==> src/design/lbp3_pkg.sv <==
// Shared constants and types of the 3x3 local binary pattern unit.
`default_nettype none

package lbp3_pkg;

   localparam int unsigned DATA_W            = 8;
   localparam int unsigned ROW_W             = 12;
   localparam int unsigned COL_W             = 10;
   localparam int unsigned IN_ROW_W          = 13;
   localparam int unsigned IMG_W_W           = 11;
   localparam int unsigned IMG_H_W           = 13;
   localparam int unsigned CSR_IDX_W         = 2;
   localparam int unsigned CSR_DATA_W        = 13;
   localparam int unsigned DEFAULT_MAX_WIDTH = 1024;
   localparam int unsigned MAX_HEIGHT        = 4096;
   localparam int unsigned RESET_WIDTH       = 640;
   localparam int unsigned RESET_HEIGHT      = 480;
   localparam int unsigned QUEUE_DEPTH       = 8;

   localparam logic [CSR_IDX_W-1:0] REG_IMAGE_WIDTH  = 2'd0;
   localparam logic [CSR_IDX_W-1:0] REG_IMAGE_HEIGHT = 2'd1;

   typedef struct packed {
      logic [DATA_W-1:0] pattern;
      logic [ROW_W-1:0]  out_row;
      logic [COL_W-1:0]  out_col;
      logic              frame_done;
      logic              last_of_step;
   } rslt_type;

   typedef struct packed {
      logic              go;
      logic              drain;
      logic              row_ge1;
      logic              row_ge2;
      logic              col_ge1;
      logic              col_ge2;
      logic              col_last;
      logic [ROW_W-1:0]  out_row;
      logic [COL_W-1:0]  col_prev;
      logic [COL_W-1:0]  col_cur;
      logic [DATA_W-1:0] up;
      logic [DATA_W-1:0] mid;
      logic [DATA_W-1:0] pix;
   } step_type;

   typedef struct packed {
      logic     v0;
      logic     v1;
      rslt_type res0;
      rslt_type res1;
   } pair_type;

endpackage

`default_nettype wire

==> src/design/lbp3_window.sv <==
// 3x3 window registers and the two neighbour comparison codes of one item.
`default_nettype none

module lbp3_window (
   input  wire logic               clock,
   input  wire logic               reset,
   input  wire logic               clear,
   input  wire lbp3_pkg::step_type step,
   output lbp3_pkg::pair_type      pair
);
   import lbp3_pkg::*;

   logic [DATA_W-1:0] win_ff [6];
   logic [DATA_W-1:0] win_in [6];
   logic [DATA_W-1:0] newcol [3];
   logic [7:0][DATA_W-1:0] nb0;
   logic [7:0][DATA_W-1:0] nb1;
   logic [7:0] en0;
   logic [7:0] en1;
   logic rok0;
   logic rok2;
   logic v0;
   logic v1;

   function automatic logic [7:0] code_of(input logic [DATA_W-1:0] ctr,
                                         input logic [7:0][DATA_W-1:0] nb,
                                         input logic [7:0] en);
      logic [7:0] code;
      for (int b = 0; b < 8; b++) begin
         code[b] = en[b] && (ctr < nb[b]);
      end
      return code;
   endfunction

   always_comb begin
      newcol[0] = step.up;
      newcol[1] = step.mid;
      newcol[2] = step.drain ? '0 : step.pix;
      rok0 = step.row_ge2;
      rok2 = !step.drain;

      nb0[0] = win_ff[0];
      nb0[1] = win_ff[1];
      nb0[2] = newcol[0];
      nb0[3] = win_ff[2];
      nb0[4] = newcol[1];
      nb0[5] = win_ff[4];
      nb0[6] = win_ff[5];
      nb0[7] = newcol[2];
      en0[0] = rok0 && step.col_ge2;
      en0[1] = rok0;
      en0[2] = rok0;
      en0[3] = step.col_ge2;
      en0[4] = 1'b1;
      en0[5] = rok2 && step.col_ge2;
      en0[6] = rok2;
      en0[7] = rok2;

      nb1[0] = win_ff[1];
      nb1[1] = newcol[0];
      nb1[2] = '0;
      nb1[3] = win_ff[3];
      nb1[4] = '0;
      nb1[5] = win_ff[5];
      nb1[6] = newcol[2];
      nb1[7] = '0;
      en1[0] = rok0 && step.col_ge1;
      en1[1] = rok0;
      en1[2] = 1'b0;
      en1[3] = step.col_ge1;
      en1[4] = 1'b0;
      en1[5] = rok2 && step.col_ge1;
      en1[6] = rok2;
      en1[7] = 1'b0;

      v0 = step.go && step.row_ge1 && step.col_ge1;
      v1 = step.go && step.row_ge1 && step.col_last;

      pair.v0                = v0;
      pair.v1                = v1;
      pair.res0.pattern      = code_of(win_ff[3], nb0, en0);
      pair.res0.out_row      = step.out_row;
      pair.res0.out_col      = step.col_prev;
      pair.res0.frame_done   = 1'b0;
      pair.res0.last_of_step = !v1;
      pair.res1.pattern      = code_of(newcol[1], nb1, en1);
      pair.res1.out_row      = step.out_row;
      pair.res1.out_col      = step.col_cur;
      pair.res1.frame_done   = step.drain;
      pair.res1.last_of_step = 1'b1;

      for (int y = 0; y < 3; y++) begin
         win_in[2*y]   = win_ff[2*y+1];
         win_in[2*y+1] = newcol[y];
      end
   end

   always_ff @(posedge clock) begin
      if (reset || clear) begin
         for (int i = 0; i < 6; i++) begin
            win_ff[i] <= '0;
         end
      end else if (step.go) begin
         for (int i = 0; i < 6; i++) begin
            win_ff[i] <= win_in[i];
         end
      end
   end

endmodule

`default_nettype wire

==> config.mk <==
export PLATFORM = sky130hd
export DESIGN_NAME = lbp3_window
export DESIGN_NICKNAME = d
export VERILOG_FILES = /design/src/design/lbp3_pkg.sv /design/src/design/lbp3_window.sv
export SDC_FILE = /design/constraint.sdc
export NUM_CORES = 1
export LEC_CHECK = 0
export BUFFER_PORTS_ARGS = -buffer_cell sky130_fd_sc_hd__buf_2
export CAP_MARGIN = 0
export CORE_ASPECT_RATIO = 1.75
export CORE_MARGIN = 1.5
export CORE_UTILIZATION = 50
export DETAILED_ROUTE_END_ITERATION = 16
export PLACE_DENSITY = 0.82
export SLEW_MARGIN = 10
export SYNTH_ARGS = -nofsm -noshare
export SYNTH_HDL_FRONTEND = slang
export SYNTH_SLANG_ARGS = --single-unit
==> constraint.sdc <==
create_clock -name clock -period 1.85 [get_ports clock]
set_input_delay 0.0925 -clock clock [delete_from_list [all_inputs] [get_ports clock]]
set_output_delay 0.0925 -clock clock [all_outputs]
set_load 0.005 [all_outputs]
# Word-level counts from Yosys, hierarchy flattened
# Memory sizes are Yosys's and may differ from the RTL's.
# Index checks and enable logic that the tools add are counted.
[op_classes]
bitwise_logic = 6
mux = 12
n_lt_le_gt_ge = 13
n_reduce_logical = 22
[ops]
columns = ["op", "count"]
rows = [
  ["< comparator 8 bit", 13],
  ["two-way mux 8 bit", 7],
  ["logical AND 1 bit", 19],
  ["bitwise OR 1 bit", 6],
  ["two-way mux 1 bit", 5],
  ["logical NOT 1 bit", 2],
  ["logical OR 1 bit", 1],
]
[totals]
ff_bits = 0
out_inout_bits = 66
word_cells = 54
memories = 1
ramBits = 48
input_bits = 66
[memory_table]
columns = ["name", "words", "width", "read_ports", "rd_clocked_by_memory_dff", "wr", "line", "rtl"]
rows = [
  ["win_ff", 6, 8, 6, 0, 6, "lbp3_window.sv:13", "logic [DATA_W-1:0] win_ff [6];"],
]

# Logic depth before layout (Yosys ltp)
# Gate-level depths: netlist of run 1.
[logic_depth]
depth_word = 4
ltp_mapped = 7

# Least setup slack after synthesis of run 1
# Ideal clock, no wire load.
[synth_path]
kind = "reg2out"
startpoint = "memory win_ff[3][1]"
endpoint = "output pair[57] in the netlist's numbering"
slack_ns = 0.131
stages_incl_launch_ff = 6
n_path_buf = 0
arrival_time_ns = 1.627
cell_sequence = "edfxtp_1 -> ha_1 -> or3b_1 -> o2111ai_1 -> a31oi_1 -> a2111oi_1"
[synth_rtl]
columns = ["item", "line", "rtl"]
rows = [
  ["start, declared", "lbp3_window.sv:13", ""],
  ["end, declared", "lbp3_window.sv:9", "output lbp3_pkg::pair_type pair"],
]

==> results of run 1 <==
-- power groups by stage --
stage / sequential (uW) / clock (uW) / combinational, uW
after global placement: 1300 / 0 / 669
after detailed placement: 1310 / 0 / 722
after global routing: 1290 / 1090 / 1120
final: 1280 / 1060 / 1040
after CTS: 1280 / 1050 / 844
after floorplan: 1300 / 0 / 521
-- cell families after synthesis --
kind of cell	after synthesis	synth area share
DFF	48	0.344
AOI/OAI and AO/OA	73	0.140
adders and majority gates	85	0.254
other	2	0.00179
and+or+nand+nor	94	0.113
buffers and inverters	112	0.147
-- per-layer routing --
metal,up-vias,global-route usage,share of wire,wire (um)
met1,1645,0.284,0.33,4200
met4,0,0.192,0.076,963
met5,-,0,0,0
li1,1531,-,-,-
met3,75,0.0396,0.066,834
met2,190,0.488,0.53,6680
-- through the flow --
step                      cell area [sq um]  TNS, ns  total power [uW]  std cells
after detailed placement               4330   -0.962              2030        524
final                                  5140    -4.15              3380        551
after global placement                 4330   -0.487              1970        524
after floorplan                        4200        0              1820        417
after CTS                              4840    -3.52              3170        544
after global routing                   5140    -4.68              3490        551
-- cell usage after synthesis --
cell,number
ha_1,85
inv_1,54
buf_4,52
edfxtp_1,48
nor2_1,39
and3_1,14
nand2_1,14
a31oi_1,12
o211ai_1,11
a211oi_1,9
nand2b_1,9
o2111ai_1,9
o21a_1,9
a2111oi_2,7
a21oi_1,7
clkbuf_1,6
or3b_1,5
or3b_2,4
nor2b_1,3
o21ai_0,3
a2111o_1,2
conb_1,2
nor3_1,2
a2111oi_0,1
a2111oi_1,1
a21o_1,1
a221o_1,1
and2_1,1
and3_2,1
nand3_1,1
or3_1,1
-- worst paths after layout --
| path | startpoint | to | slack [ns] | depth (start not counted) |
|---|---|---|---|---|
| worst max-delay path | win_ff[3][1] | pair[58] | -0.49 | 7 |
| worst min-delay path | step[16] | win_ff[1][0] | 0.13 | 2 |
| worst max register to register | win_ff[3][5] | win_ff[2][5] | 0.58 | 5 |
| worst min register to register | win_ff[1][7] | win_ff[0][7] | 0.60 | 2 |
-- repair_timing --
item | CTS | global route
pin swaps | 24 | 29
setup endpoints to repair | 11 | 11
buffers inserted | 12 | 8
resized for setup | 49 | 36
gates cloned | 0 | 0
-- cell type report --
type | count | share of cell area
Timing Repair Buffer | 92 | 0.119
Tap cell | 92 | 0.0224
Clock inverter | 2 | 0.00682
Multi-Input combinational cell | 257 | 0.507
Inverter | 54 | 0.0394
Sequential cell | 48 | 0.280
Clock buffer | 6 | 0.0251
==> out/results.ini, run 1 <==
[status]
status = finished with violations
violations = setup timing

[layout]
area_delta_synth_final_pct = 22.7
utilization = 0.627
largest-register = win_ff
top_regs = win_ff x48
drive_above_1_share = 0.362
final_common_cell = ha_1
ff_latch_area_sq_um = 1440
most-common-layout-cells = 63 x ha_1, 50 x buf_2, 48 x edfxtp_1
largest_reg_flops = 48
final_nets = 609
diodes = 0
fillers = 568
multiInputGateArea_sq_um = 2610

[setup_path]
critPathMaxStageDelay_ns = 0.46
path_class = flip-flop to output pin
worstSetupStartpointType = flip-flop
path_max_fanout = 4
path_buf_inv = 2
crit_path_cell_trace = buf_6 > ha_4 > or3b_4 > o2111ai_2 > a31oi_1 > a2111oi_2 > buf_2
cp-end-kind = output pin
arrival_ns = 2.24
slowest_stage = edfxtp_1
crit_family = compound AO/OA/AOI/OAI gates
required_ns = 1.76

[timing]
fmax_mhz = 428
drv_slew = 0
fin_worst_skew_ns = 0.00768
setup_viol = 11
setup_ws_ns = -0.486
hold_ws_ns = 0.134
rsz0062_at_grt = true
hold_violations = 0
layout_min_cycle_time_ns = 2.34
fin_crit_sh = 1.26
tightest_slew_ns = 0.662
max_slew_margin = 0.558

[synthesis]
ys_seq_area_frac = 0.344
ys_ff_latch = 48
ys_warn_count = 0
syn_avg_cell_area_sq_um = 10.1
yosysTopAreaCell = edfxtp_1
yosysUniqueCellTypes = 31
netlist_area_sq_um = 4190
yosysTopAreaCellShare = 0.344
synth.top_cells.by_area = edfxtp_1 34%, ha_1 25%, buf_4 9.3%
syn_inst = 414

[global_routing]
grt_antenna_before_repair = 0
grt.total_usage = 0.272
grt_pass1_vias = 3540
grt_max_degree = 49
grt_pass1_wl_mm = 18.0
overflow = 0

[run]
maxCapViolCount = 0

[pwr]
p_int_uw = 2370
leakagePower_uw = 0.00222
pwr-share-seq = 0.379
switchingPower_uw = 1000
p_comb_frac = 0.308
ir_worst_vdd_mv = 0.749
clkPwrFrac = 0.313
powerDensity_nw_per_um2 = 657
switching_share = 0.297

[worst_hold_path]
hold_class = input pin to flip-flop

[placed_design]
post-place-ws_ns = -0.209
io_buffer_count = 50
globalplace.congestion = 0.862
dp_hpwl_mm = 7.73

[routing]
drt-initial-drc-count = 218
dr.pass1.iters = 5
detail-route-antenna-nets = 0
drt_wl_total_mm = 12.7
avgRoutedWirePerCell_um = 23.0
num_vias = 3441
vias_per_cell = 6.25
drc = 0

[cts]
htreeDepth = 2
cts_tree = built
cts_buffer_depth = 2
clk_pin_slew_ns = 0.07
cts_sinks = 48
clock_latency_ns = 0.30
cts_root_buf = clkbuf_16
ctsHoldBuffers = 0
cts_made_buffers = 5

[floorplan]
num_rows = 44
initial_core_util = 0.511
core_sq_um = 8200
fp.dieW_um = 72.2
die_area_sq_um = 8960
ios = 132
die_y_um = 124

(Power assumes the default switching activity.)
==> run 2: changes to the inputs <==
SETUP_SLACK_MARGIN = 0.4   (was default)
SKIP_LAST_GASP = 1   (was default)
==> out/results.ini, run 2 (same netlist as run 1, synthesis figures left out) <==
[status]
status = finished with violations
violations = setup timing

[floorplan]
core_sq_um = 8200  ; unchanged
initial_core_util = 0.511  ; unchanged
die_area_sq_um = 8960  ; unchanged
fp.dieW_um = 72.2  ; unchanged
ios = 132  ; unchanged
die_y_um = 124  ; unchanged
num_rows = 44  ; unchanged

[pwr]
ir_worst_vdd_mv = 0.739  ; -1.3%
powerDensity_nw_per_um2 = 625  ; -4.9%
leakagePower_uw = 0.00217  ; -2.5%
power_uw = 3100  ; -8.2%

[global_routing]
grt_antenna_before_repair = 0  ; unchanged
grt_max_degree = 49  ; unchanged
grt_pass1_wl_mm = 16.6  ; -7.8%
grt.total_usage = 0.249  ; -0.0222
grt_pass1_vias = 3392  ; -4.2%
overflow = 0  ; unchanged

[layout]
largest_reg_flops = 48  ; unchanged
utilization = 0.605  ; -0.0218
drive_above_1_share = 0.349  ; -0.0128
area_delta_synth_final_pct = 18.4
top_regs = win_ff x48
final_nets = 600  ; -1.5%
diodes = 0  ; unchanged
largest-register = win_ff
stdcell_count = 542  ; -1.6%
most-common-layout-cells = 66 x ha_1, 48 x edfxtp_1, 45 x buf_2
final_common_cell = ha_1

[timing]
layout_min_cycle_time_ns = 2.25  ; -0.0879 ns
fin_setup_tns_ns = -3.25  ; +0.898 ns
setup_viol = 11  ; unchanged
fin_worst_skew_ns = 0.00543  ; -0.00225 ns
tightest_slew_ns = 0.656  ; -0.00600 ns
hold_violations = 0  ; unchanged
fin_crit_sh = 1.22  ; -0.0475
drv_slew = 0  ; unchanged
fmax_mhz = 445  ; +3.9%
rsz0062_at_grt = true
setup_ws_ns = -0.398  ; +0.0879 ns
max_slew_margin = 0.561  ; +0.00238

[routing]
num_vias = 3306  ; -3.9%
drt_wl_total_mm = 11.1  ; -12%
drt-initial-drc-count = 144  ; -34%
vias_per_cell = 6.10  ; -2.3%
drc = 0  ; unchanged
dr.pass1.iters = 5  ; unchanged
avgRoutedWirePerCell_um = 20.5  ; -11%
detail-route-antenna-nets = 0  ; unchanged

[cts]
cts_buffer_depth = 2  ; unchanged
clock_latency_ns = 0.30  ; about the same
cts_made_buffers = 5  ; unchanged
cts_root_buf = clkbuf_16
cts_sinks = 48  ; unchanged
cts_tree = built
clk_pin_slew_ns = 0.06  ; about the same
htreeDepth = 2  ; unchanged

[setup_path]
cp-end-kind = output pin
arrival_ns = 2.16  ; -0.08 ns
required_ns = 1.76  ; about the same
worstSetupStartpointType = flip-flop
path_max_fanout = 3  ; -1
path_class = flip-flop to output pin

[placed_design]
post-place-ws_ns = -0.0823  ; +0.126 ns
dp_hpwl_mm = 7.52  ; -2.6%
io_buffer_count = 50  ; unchanged
dp.cells = 518  ; -1.1%
globalplace.congestion = 0.864  ; +0.23%

[worst_hold_path]
hold_class = input pin to flip-flop

[run]
maxCapViolCount = 0  ; unchanged

## run 2: cell count changes in the layout (fill, tap and decap cells not counted), sizes merged
cell,previous run,this run
buf,92,83
bufinv,1,0
clkbuf,6,7
## run 2: area by class of cell
class	count	area, sq um
Fill cell	584	3240
Clock buffer	7	133
Multi-Input combinational cell	257	2490
Sequential cell	48	1440
Clock inverter	1	3.75
Inverter	54	208
Tap cell	92	115
Timing Repair Buffer	83	566
## run 2: metal layers
metal  GRT usage  share of wire  vias up
li1            -              -     1510
met1       0.247           0.35     1570
met2       0.446           0.52      154
met3      0.0574          0.060       72
met4       0.182          0.068        0
met5           0              0        -
## run 2: power breakdown
| part | switching (uW) | total (uW) | leakage [uW] | internal [uW] |
|---|---|---|---|---|
| Clock | 402 | 901 | 0.0000655 | 499 |
| Combinational | 481 | 917 | 0.00155 | 435 |
| Sequential | 31.4 | 1280 | 0.000557 | 1250 |
| Total | 915 | 3100 | 0.00217 | 2180 |
## run 2: path summary, 6_finish.rpt
path,slack [ns],cells past startpoint,start,to
setup / recovery,-0.40,9,win_ff[3][1],pair[27]
hold / removal,0.13,3,step[20],win_ff[1][4]
setup reg to reg,0.72,3,win_ff[3][4],win_ff[2][4]
hold reg to reg,0.60,2,win_ff[5][7],win_ff[4][7]
## run 2: worst max-delay path: stages (launching register included)
cell	delay (ns)
edfxtp_1	0.44
buf_6	0.16
buf_4	0.14
inv_4	0.06
ha_4	0.18
and3_4	0.15
a221o_1	0.32
a21oi_2	0.15
and2_1	0.14
buf_2	0.10
## run 2: through the flow
step                      instance area [sq um]  hold WS (ns)
after floorplan                            4290         0.259
after global placement                     4360         0.185
after detailed placement                   4360         0.185
after CTS                                  4860         0.104
after global routing                       4960         0.130
final                                      4960         0.128
## run 2: timing repair
| item | CTS | global route |
|---|---|---|
| pin swaps | 31 | 21 |
| buffers inserted | 12 | 4 |
| gates resized for setup | 60 | 9 |
| hold buffers | 0 | 0 |
| setup endpoints to repair | 13 | 13 |
