$ cat src/design/lbp3_pkg.sv
// Shared constants and types of the 3x3 local binary pattern unit.
`default_nettype none

package lbp3_pkg;

   localparam int unsigned DATA_W            = 8;
   localparam int unsigned ROW_W             = 12;
   localparam int unsigned COL_W             = 10;
   localparam int unsigned IN_ROW_W          = 13;
   localparam int unsigned IMG_W_W           = 11;
   localparam int unsigned IMG_H_W           = 13;
   localparam int unsigned CSR_IDX_W         = 2;
   localparam int unsigned CSR_DATA_W        = 13;
   localparam int unsigned DEFAULT_MAX_WIDTH = 1024;
   localparam int unsigned MAX_HEIGHT        = 4096;
   localparam int unsigned RESET_WIDTH       = 640;
   localparam int unsigned RESET_HEIGHT      = 480;
   localparam int unsigned QUEUE_DEPTH       = 8;

   localparam logic [CSR_IDX_W-1:0] REG_IMAGE_WIDTH  = 2'd0;
   localparam logic [CSR_IDX_W-1:0] REG_IMAGE_HEIGHT = 2'd1;

   typedef struct packed {
      logic [DATA_W-1:0] pattern;
      logic [ROW_W-1:0]  out_row;
      logic [COL_W-1:0]  out_col;
      logic              frame_done;
      logic              last_of_step;
   } rslt_type;

   typedef struct packed {
      logic              go;
      logic              drain;
      logic              row_ge1;
      logic              row_ge2;
      logic              col_ge1;
      logic              col_ge2;
      logic              col_last;
      logic [ROW_W-1:0]  out_row;
      logic [COL_W-1:0]  col_prev;
      logic [COL_W-1:0]  col_cur;
      logic [DATA_W-1:0] up;
      logic [DATA_W-1:0] mid;
      logic [DATA_W-1:0] pix;
   } step_type;

   typedef struct packed {
      logic     v0;
      logic     v1;
      rslt_type res0;
      rslt_type res1;
   } pair_type;

endpackage

`default_nettype wire

$ cat src/design/lbp3_rsp_queue.sv
// Result queue taking up to two results per cycle and giving one while out_ready is high.
`default_nettype none

module lbp3_rsp_queue #(
   parameter int unsigned DEPTH = lbp3_pkg::QUEUE_DEPTH
) (
   input  wire logic               clock,
   input  wire logic               reset,
   input  wire lbp3_pkg::pair_type pair,
   output logic                    room,
   output logic                    out_valid,
   input  wire logic               out_ready,
   output lbp3_pkg::rslt_type      out_item
);
   import lbp3_pkg::*;

   localparam int unsigned PW = $clog2(DEPTH);
   localparam int unsigned CW = $clog2(DEPTH + 1);

   rslt_type       q_ff [DEPTH];
   logic [PW-1:0]  wr_ptr_ff;
   logic [PW-1:0]  wr_ptr_in;
   logic [PW-1:0]  rd_ptr_ff;
   logic [PW-1:0]  rd_ptr_in;
   logic [CW-1:0]  count_ff;
   logic [CW-1:0]  count_in;
   logic [PW-1:0]  wr_next;
   logic [1:0]     n_push;
   logic [CW:0]    fill;
   logic           pop;
   rslt_type       first;

   always_comb begin
      n_push    = {1'b0, pair.v0} + {1'b0, pair.v1};
      fill      = {1'b0, count_ff} + (CW+1)'(n_push);
      room      = fill <= (CW+1)'(DEPTH - 2);
      out_valid = count_ff != '0;
      out_item  = q_ff[rd_ptr_ff];
      pop       = out_valid && out_ready;
      first     = pair.v0 ? pair.res0 : pair.res1;
      wr_next   = wr_ptr_ff + PW'(1);
      wr_ptr_in = wr_ptr_ff + PW'(n_push);
      rd_ptr_in = pop ? rd_ptr_ff + PW'(1) : rd_ptr_ff;
      count_in  = count_ff + CW'(n_push) - CW'(pop);
   end

   always_ff @(posedge clock) begin
      if (reset) begin
         wr_ptr_ff <= '0;
         rd_ptr_ff <= '0;
         count_ff  <= '0;
      end else begin
         wr_ptr_ff <= wr_ptr_in;
         rd_ptr_ff <= rd_ptr_in;
         count_ff  <= count_in;
      end
   end

   always_ff @(posedge clock) begin
      if (pair.v0 || pair.v1) begin
         q_ff[wr_ptr_ff] <= first;
      end
      if (pair.v0 && pair.v1) begin
         q_ff[wr_next] <= pair.res1;
      end
   end

endmodule

`default_nettype wire

$ cat config.mk
export PLATFORM = sky130hd
export DESIGN_NAME = lbp3_rsp_queue
export DESIGN_NICKNAME = d
export VERILOG_FILES = /design/src/design/lbp3_pkg.sv /design/src/design/lbp3_rsp_queue.sv
export SDC_FILE = /design/constraint.sdc
export NUM_CORES = 1
export LEC_CHECK = 0
export BUFFER_PORTS_ARGS = -buffer_cell sky130_fd_sc_hd__buf_2
export CAP_MARGIN = 0
export CORE_ASPECT_RATIO = 1.1
export CORE_MARGIN = 2
export CORE_UTILIZATION = 45
export CTS_CLUSTER_SIZE = 40
export DETAILED_ROUTE_END_ITERATION = 8
export GPL_TIMING_DRIVEN = 1
export SYNTH_ARGS = -nofsm -noshare
export SYNTH_HDL_FRONTEND = slang
export SYNTH_SLANG_ARGS = --single-unit
$ cat constraint.sdc
create_clock -name clock -period 6.67 [get_ports clock]
set_clock_uncertainty 0.1 [all_clocks]
set_input_delay 1.334 -clock clock [delete_from_list [all_inputs] [get_ports clock]]
set_output_delay 1.334 -clock clock [all_outputs]
set_load 0.02 [all_outputs]
# == Word level (Yosys, flattened, before mapping) ==
# Memories as Yosys holds them, arrays and structs flattened. A register that Yosys moved wholly into a read port is not among the register bits.
# Index checks and enable logic that the tools add are counted.
# word_totals
n_memories,1
ram_bits,256
register_bits,10
# mem_list
memory,depth,width,read_ports,rd_clocked_by_memory_dff,write_ports,line,rtl
q_ff,8,32,1,1,2,lbp3_rsp_queue.sv:20,rslt_type q_ff [DEPTH];
# classes
add_sub_neg,7
reduce_logical,4
mux,7
n_lt_le_gt_ge,1
# ops
operator,n
$mux 32,1
$add 3x1->3 const B,2
$mux 3,2
$add 4x2->5,1
$le 5x3->1 const B,1
$add 4x2->4,1
$mux 1,4
$reduce_bool 4->1,1
$sub 4x1->4,1
$add 3x2->3,1
$add 1x1->2,1
$logic_and 1x1->1,2
$logic_or 1x1->1,1

# == Depth between registers and ports, before layout ==
# Gate-level depths: netlist of run 1.
# logic_depth
word_depth,4
ltp_mapped,11
mapped_depth_nobuf,10

# == Least setup slack after synthesis of run 1 ==
# Ideal clock, no wire load.
# synth_timing
kind,input-to-reg
start,input port pair[65] (netlist name)
end,"memory q_ff[2][0] (netlist name), enable pin"
required_time_ns,6.098
arrival_time_ns,4.804
path_slack_ns,1.295
stages,6
cell_sequence,clkbuf_1 -> clkbuf_1 -> inv_1 -> ha_1 -> nand2b_1 -> o32ai_1
# synth_lines
item,line,rtl
from (decl),lbp3_rsp_queue.sv:9,"input wire lbp3_pkg::pair_type pair,"
to (decl),lbp3_rsp_queue.sv:20,

# == Final worst setup path of run 1 ==
# layout_timing
start,input port pair[65] (netlist name)
end,output port room
# layout_via
elab_chain_len,3
# layout_rtl
item,line,rtl
$add 1x1->2,lbp3_rsp_queue.sv:34,"n_push = {1'b0, pair.v0} + {1'b0, pair.v1};"
$add 4x2->5,lbp3_rsp_queue.sv:35,"fill = {1'b0, count_ff} + (CW+1)'(n_push);"
$le 5x3->1,lbp3_rsp_queue.sv:36,room = fill <= (CW+1)'(DEPTH - 2);
to (decl),lbp3_rsp_queue.sv:10,"output logic room,"
# Every way passes these cells.

==> results.rst, run 1 <==
.. list-table::
   :header-rows: 1

   * - Metric
     - Value
   * - 1st-iter DRT viols
     - 486
   * - Starting Density
     - 45.8%
   * - Fin crit period
     - 4.89 ns
   * - Count of maximum capacitance violations
     - 0
   * - Number of hold violations in the final report
     - 0
   * - Tightest Hold Check Type
     - flop to flop
   * - Relative contribution of sequential cells to total power
     - 46.1%
   * - Slowest cell on the critical path
     - buf_4
   * - Power density over cell area
     - 300 nW/µm²
   * - # clock sinks
     - 269
   * - Clock Tree Root
     - clkbuf_16
   * - Async set or reset register ratio after synthesis
     - 0%
   * - CTS tree
     - done
   * - Arrival time worst endpoint
     - 3.46 ns
   * - Startpoint types
     - primary input
   * - Number of synthesized flops with an enable pin
     - 256
   * - Distinct cell type count of the synthesized netlist
     - 37
   * - Multiplexer share of the synthesized area
     - 36.1%
   * - Min-delay src
     - rd_ptr_ff[2]
   * - RePlAce Congestion
     - 0.752
   * - DRT antenna net count
     - 0
   * - Yosys synthesis warning count
     - 0
   * - Die outline width
     - 172 µm
   * - Half-perimeter wire length after placement
     - 18.6 mm
   * - Combinational family with the most area after synthesis
     - multiplexers
   * - Clock share of power
     - 29.9%
   * - Fill count
     - 2562
   * - Number of buffers on the longest clock path
     - 3
   * - Total number of H-tree levels
     - 1
   * - Proportion of synthesized chip area in sequential cells
     - 56.9%
   * - Number of nets in the layout
     - 982
   * - Via-per-instance ratio
     - 5.69
   * - Register bit total from synthesis
     - 269
   * - RSZ-0062 raised after global routing
     - false
   * - Required time worst endpoint
     - 5.24 ns
   * - Nets in the synthesized netlist
     - 882
   * - Hold Slack
     - 0.388 ns
   * - Antenna violations before repair
     - 1
   * - Clk pin slew, worst setup/hold paths
     - 0.05 ns
   * - Number of instances in the synthesized netlist
     - 796
   * - Total Wirelength
     - 31.9 mm
   * - Net Sw Frac
     - 28.2%
   * - Share of cells above drive strength 1
     - 58.6%
   * - Setup bufs post-CTS
     - 0
   * - I/O pin count
     - 103
   * - Residual DRC count
     - 0
   * - Skew-Pair Late Insertion Delay
     - 0.53 ns
   * - Synthesis-to-layout area growth
     - 13.2%
   * - Startpoint of the worst setup timing path
     - pair[65]
   * - Maximum number of pins on one net before global-route repair
     - 36
   * - Pre-antenna DRT Iters
     - 4
   * - Total die area
     - 32500 µm²
   * - Core Box Area
     - 30500 µm²
   * - Overflow after GRT
     - 0
   * - Achievable frequency
     - 204 MHz
   * - Combined area of all synthesized cells
     - 14000 µm²
   * - Summed negative setup slack over all endpoints
     - 0 ns
   * - Synth Area per Inst
     - 17.5 µm²
   * - Startpoint of the lowest-slack register-to-register path
     - wr_ptr_ff[0]
   * - DIE HEIGHT
     - 189 µm
   * - Longest individual stage delay on the worst path
     - 0.47 ns
   * - WHS Path Cells
     - 2
   * - Power consumption
     - 4.74 mW
   * - Leakage
     - 5.19 nW
   * - FF-to-FF path depth
     - 5
   * - Slew @ Worst Pin
     - 1.12 ns
   * - Relative slew slack
     - 25.6%
   * - Number of rows in the core area
     - 67
   * - Endpoint kind of the worst setup timing path
     - output pin
   * - Xor and xnor area share after synthesis
     - 0.582%
   * - Final worst path period share
     - 73.3%
   * - Power dissipated by switching net loads
     - 1.34 mW
   * - Int Power
     - 3.40 mW
   * - Number of I/O port buffers
     - 102
   * - Final setup fails
     - 0
   * - CTS buffer count
     - 29
   * - Outcome
     - complete, no violations
   * - Wirelength per Cell
     - 23.9 µm
   * - Comb power frac
     - 24.0%
   * - Maximum resistive drop on vdd
     - 226 µV
   * - Via count of the first global-routing pass
     - 8208
   * - Count of inserted antenna diode cells
     - 0
   * - Complex-gate fraction of the synthesized area
     - 0.896%
   * - Number of pins exceeding their max-slew limit in the final report
     - 0
   * - Post-synth top flop
     - edfxtp_1
   * - Number of instances resized during post-cts repair
     - 0
   * - Count of vias placed by the detailed router
     - 7584
   * - Maximum fanout encountered on the critical timing path
     - 33
   * - Wire length of the first global-routing pass
     - 48.5 mm
   * - Simple-gate share of the synthesized area
     - 1.57%
   * - Post-synthesis adder-cell area fraction
     - 1.68%
   * - CP cell instances
     - buf_2, buf_4, ha_1, inv_1, ha_1, a21oi_1, o32ai_1, a211oi_1, buf_2
   * - Hold Buf Count CTS
     - 0
   * - Path type of the worst setup path
     - primary input to output pin
   * - Global-route total usage across every layer
     - 19.9%
==> critical path, delay by kind of cell <==
family | cells | cell delay, ns
compound gates | 3 | 0.49
fa+ha+maj | 2 | 0.74
buf+inv | 4 | 0.88
==> sequential cells by signal, summed over array words and instances (netlist names), named ones only <==
signal     count
q_ff         256
wr_ptr_ff      3
rd_ptr_ff      3
count_ff       4
==> power by group through the flow <==
stage | clock network [mW] | registers, mW | logic [mW]
global route | 1.51 | 2.21 | 1.23
finish | 1.42 | 2.18 | 1.14
CTS | 1.45 | 2.19 | 1.16
global placement | 0 | 2.21 | 1.12
floorplan | 0 | 2.14 | 0.860
detailed placement | 0 | 2.23 | 1.15
==> placed cells by master (no fill, tap or decap), drive strengths merged, types with 2 or more instances in the layout <==
cell type,count
nor3b,2
nor2b,3
nand2,7
o21ai,6
fa,3
inv,16
mux4,64
clkbuf,35
nor3,3
o32ai,2
nand3b,2
buf,118
or2,2
nand2b,4
xnor2,3
edfxtp,256
clkinv,17
or3,2
a21oi,7
mux2,320
dfxtp,13
nand3,2
nor2,9
o22ai,3
ha,14
xor2,2
==> layer usage <==
| layer | wire [µm] | track usage, % |
|---|---|---|
| met3 | 1620 | 2.42 |
| met5 | 16 | 0 |
| met1 | 13600 | 26.8 |
| met2 | 16200 | 34.8 |
| met4 | 441 | 3.72 |
==> layout make-up <==
class                   instances  area, µm²  area share [%]
clock inverters                18       76.3           0.483
well taps                     414        518            3.28
flip-flops and latches        269       7950            50.3
multi-input cells             463       5820            36.8
inverters                      15       56.3           0.356
clock buffers                  35        748            4.73
repair buffers                118        631            3.99
==> cells in the mapped netlist (all sizes together), types with 3 or more instances <==
cell / instances / area [µm²]
a21oi: 7 / 35.0
buf: 33 / 198
clkbuf: 16 / 60.1
dfxtp: 13 / 260
edfxtp: 256 / 7690
fa: 3 / 60.1
ha: 14 / 175
inv: 15 / 56.3
mux2: 320 / 3600
mux4: 64 / 1440
nand2: 7 / 28.8
nand2b: 4 / 25.0
nor2: 9 / 43.8
nor2b: 3 / 18.8
nor3: 3 / 37.5
o21ai: 6 / 30.0
o22ai: 3 / 18.8
xnor2: 3 / 45.1
==> kinds of logic (layout without fill, tap and decap cells) <==
| group | Yosys count | after routing |
|---|---|---|
| mux | 384 | 384 |
| flops | 269 | 269 |
| buf+inv | 64 | 186 |
| simple gates | 36 | 36 |
| compound gates | 21 | 21 |
| fa+ha+maj | 17 | 17 |
| xor+xnor | 5 | 5 |
==> metrics by stage <==
step | cell area (µm²) | util (%) | std cells | setup slack [ns]
3_5_place_dp | 15000 | 49.1 | 1279 | 1.76
3_3_place_gp | 15000 | 49.1 | 1279 | 1.81
2_1_floorplan | 14000 | - | 796 | 1.29
5_1_grt | 15800 | 51.8 | 1332 | 1.56
4_1_cts | 15800 | 51.8 | 1332 | 1.74
6_report | 15800 | 51.8 | 1332 | 1.78
==> final timing paths <==
kind                end  slack, ns
max                room       1.78
min                flop       0.39
max reg2reg  q_ff[0][8]       3.19
min reg2reg        flop       0.39
Note: power is estimated with default switching activity, not from simulation.
==> run 2, diff against run 1 <==
clock period = 4.9 ns   (was 6.67 ns; I/O delays follow)
==> results.rst, run 2 (synthesis results as in run 1) <==
.. list-table::
   :header-rows: 1

   * - Metric
     - Value
   * - Outcome
     - complete, no violations
   * - Registers with the most flip-flops
     - q_ff (256), count_ff (4)
   * - Number of pins exceeding their max-slew limit in the final report
     - 0
   * - Residual DRC count
     - 0
   * - Maximum fanout encountered on the critical timing path
     - 3
   * - Die outline width
     - 172 µm
   * - Final setup fails
     - 0
   * - Wirelength per Cell
     - 25.6 µm
   * - 1st-iter DRT viols
     - 443
   * - Final worst path period share
     - 81.3%
   * - Longest individual stage delay on the worst path
     - 0.43 ns
   * - # clock sinks
     - 269
   * - Post-layout util
     - 52.4%
   * - Top Family by Delay on Critical Path
     - adder cells
   * - RePlAce Congestion
     - 0.773
   * - Power density over cell area
     - 414 nW/µm²
   * - Register name with the most flops
     - q_ff
   * - Skew-Pair Late Insertion Delay
     - 0.54 ns
   * - Total number of H-tree levels
     - 1
   * - Buffers & Inverters on Critical Path
     - 3
   * - Maximum resistive drop on vdd
     - 240 µV
   * - Minimum setup slack among reg-to-reg paths
     - 1.66 ns
   * - Number of hold violations in the final report
     - 0
   * - Synthesis-to-layout area growth
     - 14.5%
   * - Core Box Area
     - 30500 µm²
   * - Number of I/O port buffers
     - 102
   * - Share of cells above drive strength 1
     - 59.4%
   * - Commonest non-fill, non-tap cell in the layout
     - mux2_2
   * - Final worst slack
     - 0.917 ns
   * - Min-delay src
     - rd_ptr_ff[2]
   * - Power consumption
     - 6.61 mW
   * - CP cell instances
     - buf_2, inv_1, ha_1, ha_1, fa_1, xnor2_1, o32ai_1, a211oi_1, buf_2
   * - Summed negative setup slack over all endpoints
     - 0 ns
   * - Post-Place Worst Slack
     - 0.928 ns
   * - Number of nets in the layout
     - 995
   * - Total die area
     - 32500 µm²
   * - Required time worst endpoint
     - 3.82 ns
   * - Final Non-Filler Cells
     - 1349
   * - DP Cell Count
     - 1291
   * - Arrival time worst endpoint
     - 2.90 ns
   * - Global-route total usage across every layer
     - 21.7%
   * - Total Wirelength
     - 34.6 mm
   * - Maximum number of pins on one net before global-route repair
     - 65
   * - Antenna violations before repair
     - 3
   * - DIE HEIGHT
     - 189 µm
   * - Clock Tree Root
     - clkbuf_16
   * - Achievable frequency
     - 251 MHz
   * - Slowest cell on the critical path
     - fa_1
   * - RSZ-0062 raised after global routing
     - false
   * - Startpoint types
     - primary input
   * - I/O pin count
     - 103
   * - Overflow after GRT
     - 0
   * - Number of buffers on the longest clock path
     - 3
   * - Number of instances resized during post-cts repair
     - 0
   * - CTS buffer count
     - 30
   * - Most used cells in the layout excluding fill and tap cells
     - 300 x mux2_2, 256 x edfxtp_1, 102 x buf_2
   * - Startpoint of the lowest-slack register-to-register path
     - wr_ptr_ff[0]
   * - Reg-to-reg critical path endpoint
     - q_ff[4][29]
   * - Hold Buf Count CTS
     - 0
   * - WHS Path Cells
     - 2
   * - Slew @ Worst Pin
     - 1.13 ns
   * - Path type of the worst setup path
     - primary input to output pin
   * - FF-to-FF path depth
     - 5
   * - Endpoint kind of the worst setup timing path
     - output pin
   * - Count of vias placed by the detailed router
     - 7797
   * - Relative slew slack
     - 24.9%
   * - CTS tree
     - done
   * - Number of rows in the core area
     - 67
   * - Clk pin slew, worst setup/hold paths
     - 0.06 ns
   * - Fin crit period
     - 3.98 ns
   * - Half-perimeter wire length after placement
     - 20.1 mm
   * - Count of maximum capacitance violations
     - 0
   * - DRT antenna net count
     - 0
   * - Via count of the first global-routing pass
     - 8537
   * - Wire length of the first global-routing pass
     - 52.1 mm
   * - Number of flip-flops under the largest register name
     - 256
   * - Starting Density
     - 45.8%
   * - Pre-antenna DRT Iters
     - 4
   * - Leakage
     - 5.29 nW
   * - Setup bufs post-CTS
     - 0
   * - Via-per-instance ratio
     - 5.78
   * - Tightest Hold Check Type
     - flop to flop
-- run 2: cell type report --
type                       count  area [µm²]
fill                        2576       14500
timing repair buffer         130         746
inverter                      15        56.3
multi-input combinational    463        5820
antenna                        2        5.00
sequential                   269        7960
clock inverter                17        77.6
clock buffer                  39         806
tap                          414         518
-- run 2: worst max-delay path by stage --
stage | from | end | slack [ns] | cells after the start
2_1_floorplan | pair[65] | q_ff[5][0] | -0.05 | 6
3_3_place_gp | pair[64] | room | 1.07 | 9
3_5_place_dp | pair[64] | room | 0.93 | 9
4_1_cts | pair[64] | room | 0.90 | 9
5_1_grt | pair[64] | room | 0.79 | 9
6_report | pair[64] | room | 0.92 | 9
-- run 2: worst register-to-register path, delay by kind of cell (launching register included) --
kind	cells	cell delay [ns]
and+or+nand+nor	1	0.74
DFF	1	0.57
AOI/OAI and AO/OA	1	0.54
adders and majority gates	1	0.43
buffers and inverters	1	0.36
xor gates and xnor gates	1	0.20
-- run 2: where the power goes --
part	internal [mW]	leakage [nW]	switching, mW
Combinational	0.758	2.40	0.871
Sequential	2.82	2.46	0.137
Clock	1.15	0.434	0.877
-- run 2: per-layer routing --
| layer | wire, µm | GRT usage, % |
|---|---|---|
| met1 | 14800 | 28.9 |
| met3 | 1360 | 2.77 |
| met5 | 17 | 0 |
| met4 | 534 | 4.56 |
| met2 | 17900 | 38.1 |
-- run 2: stage by stage --
stage | area [µm²] | hold slack [ns]
floorplan | 14000 | 0.359
global placement | 15100 | 0.359
detailed placement | 15100 | 0.414
CTS | 16000 | 0.430
global route | 16000 | 0.446
finish | 16000 | 0.413
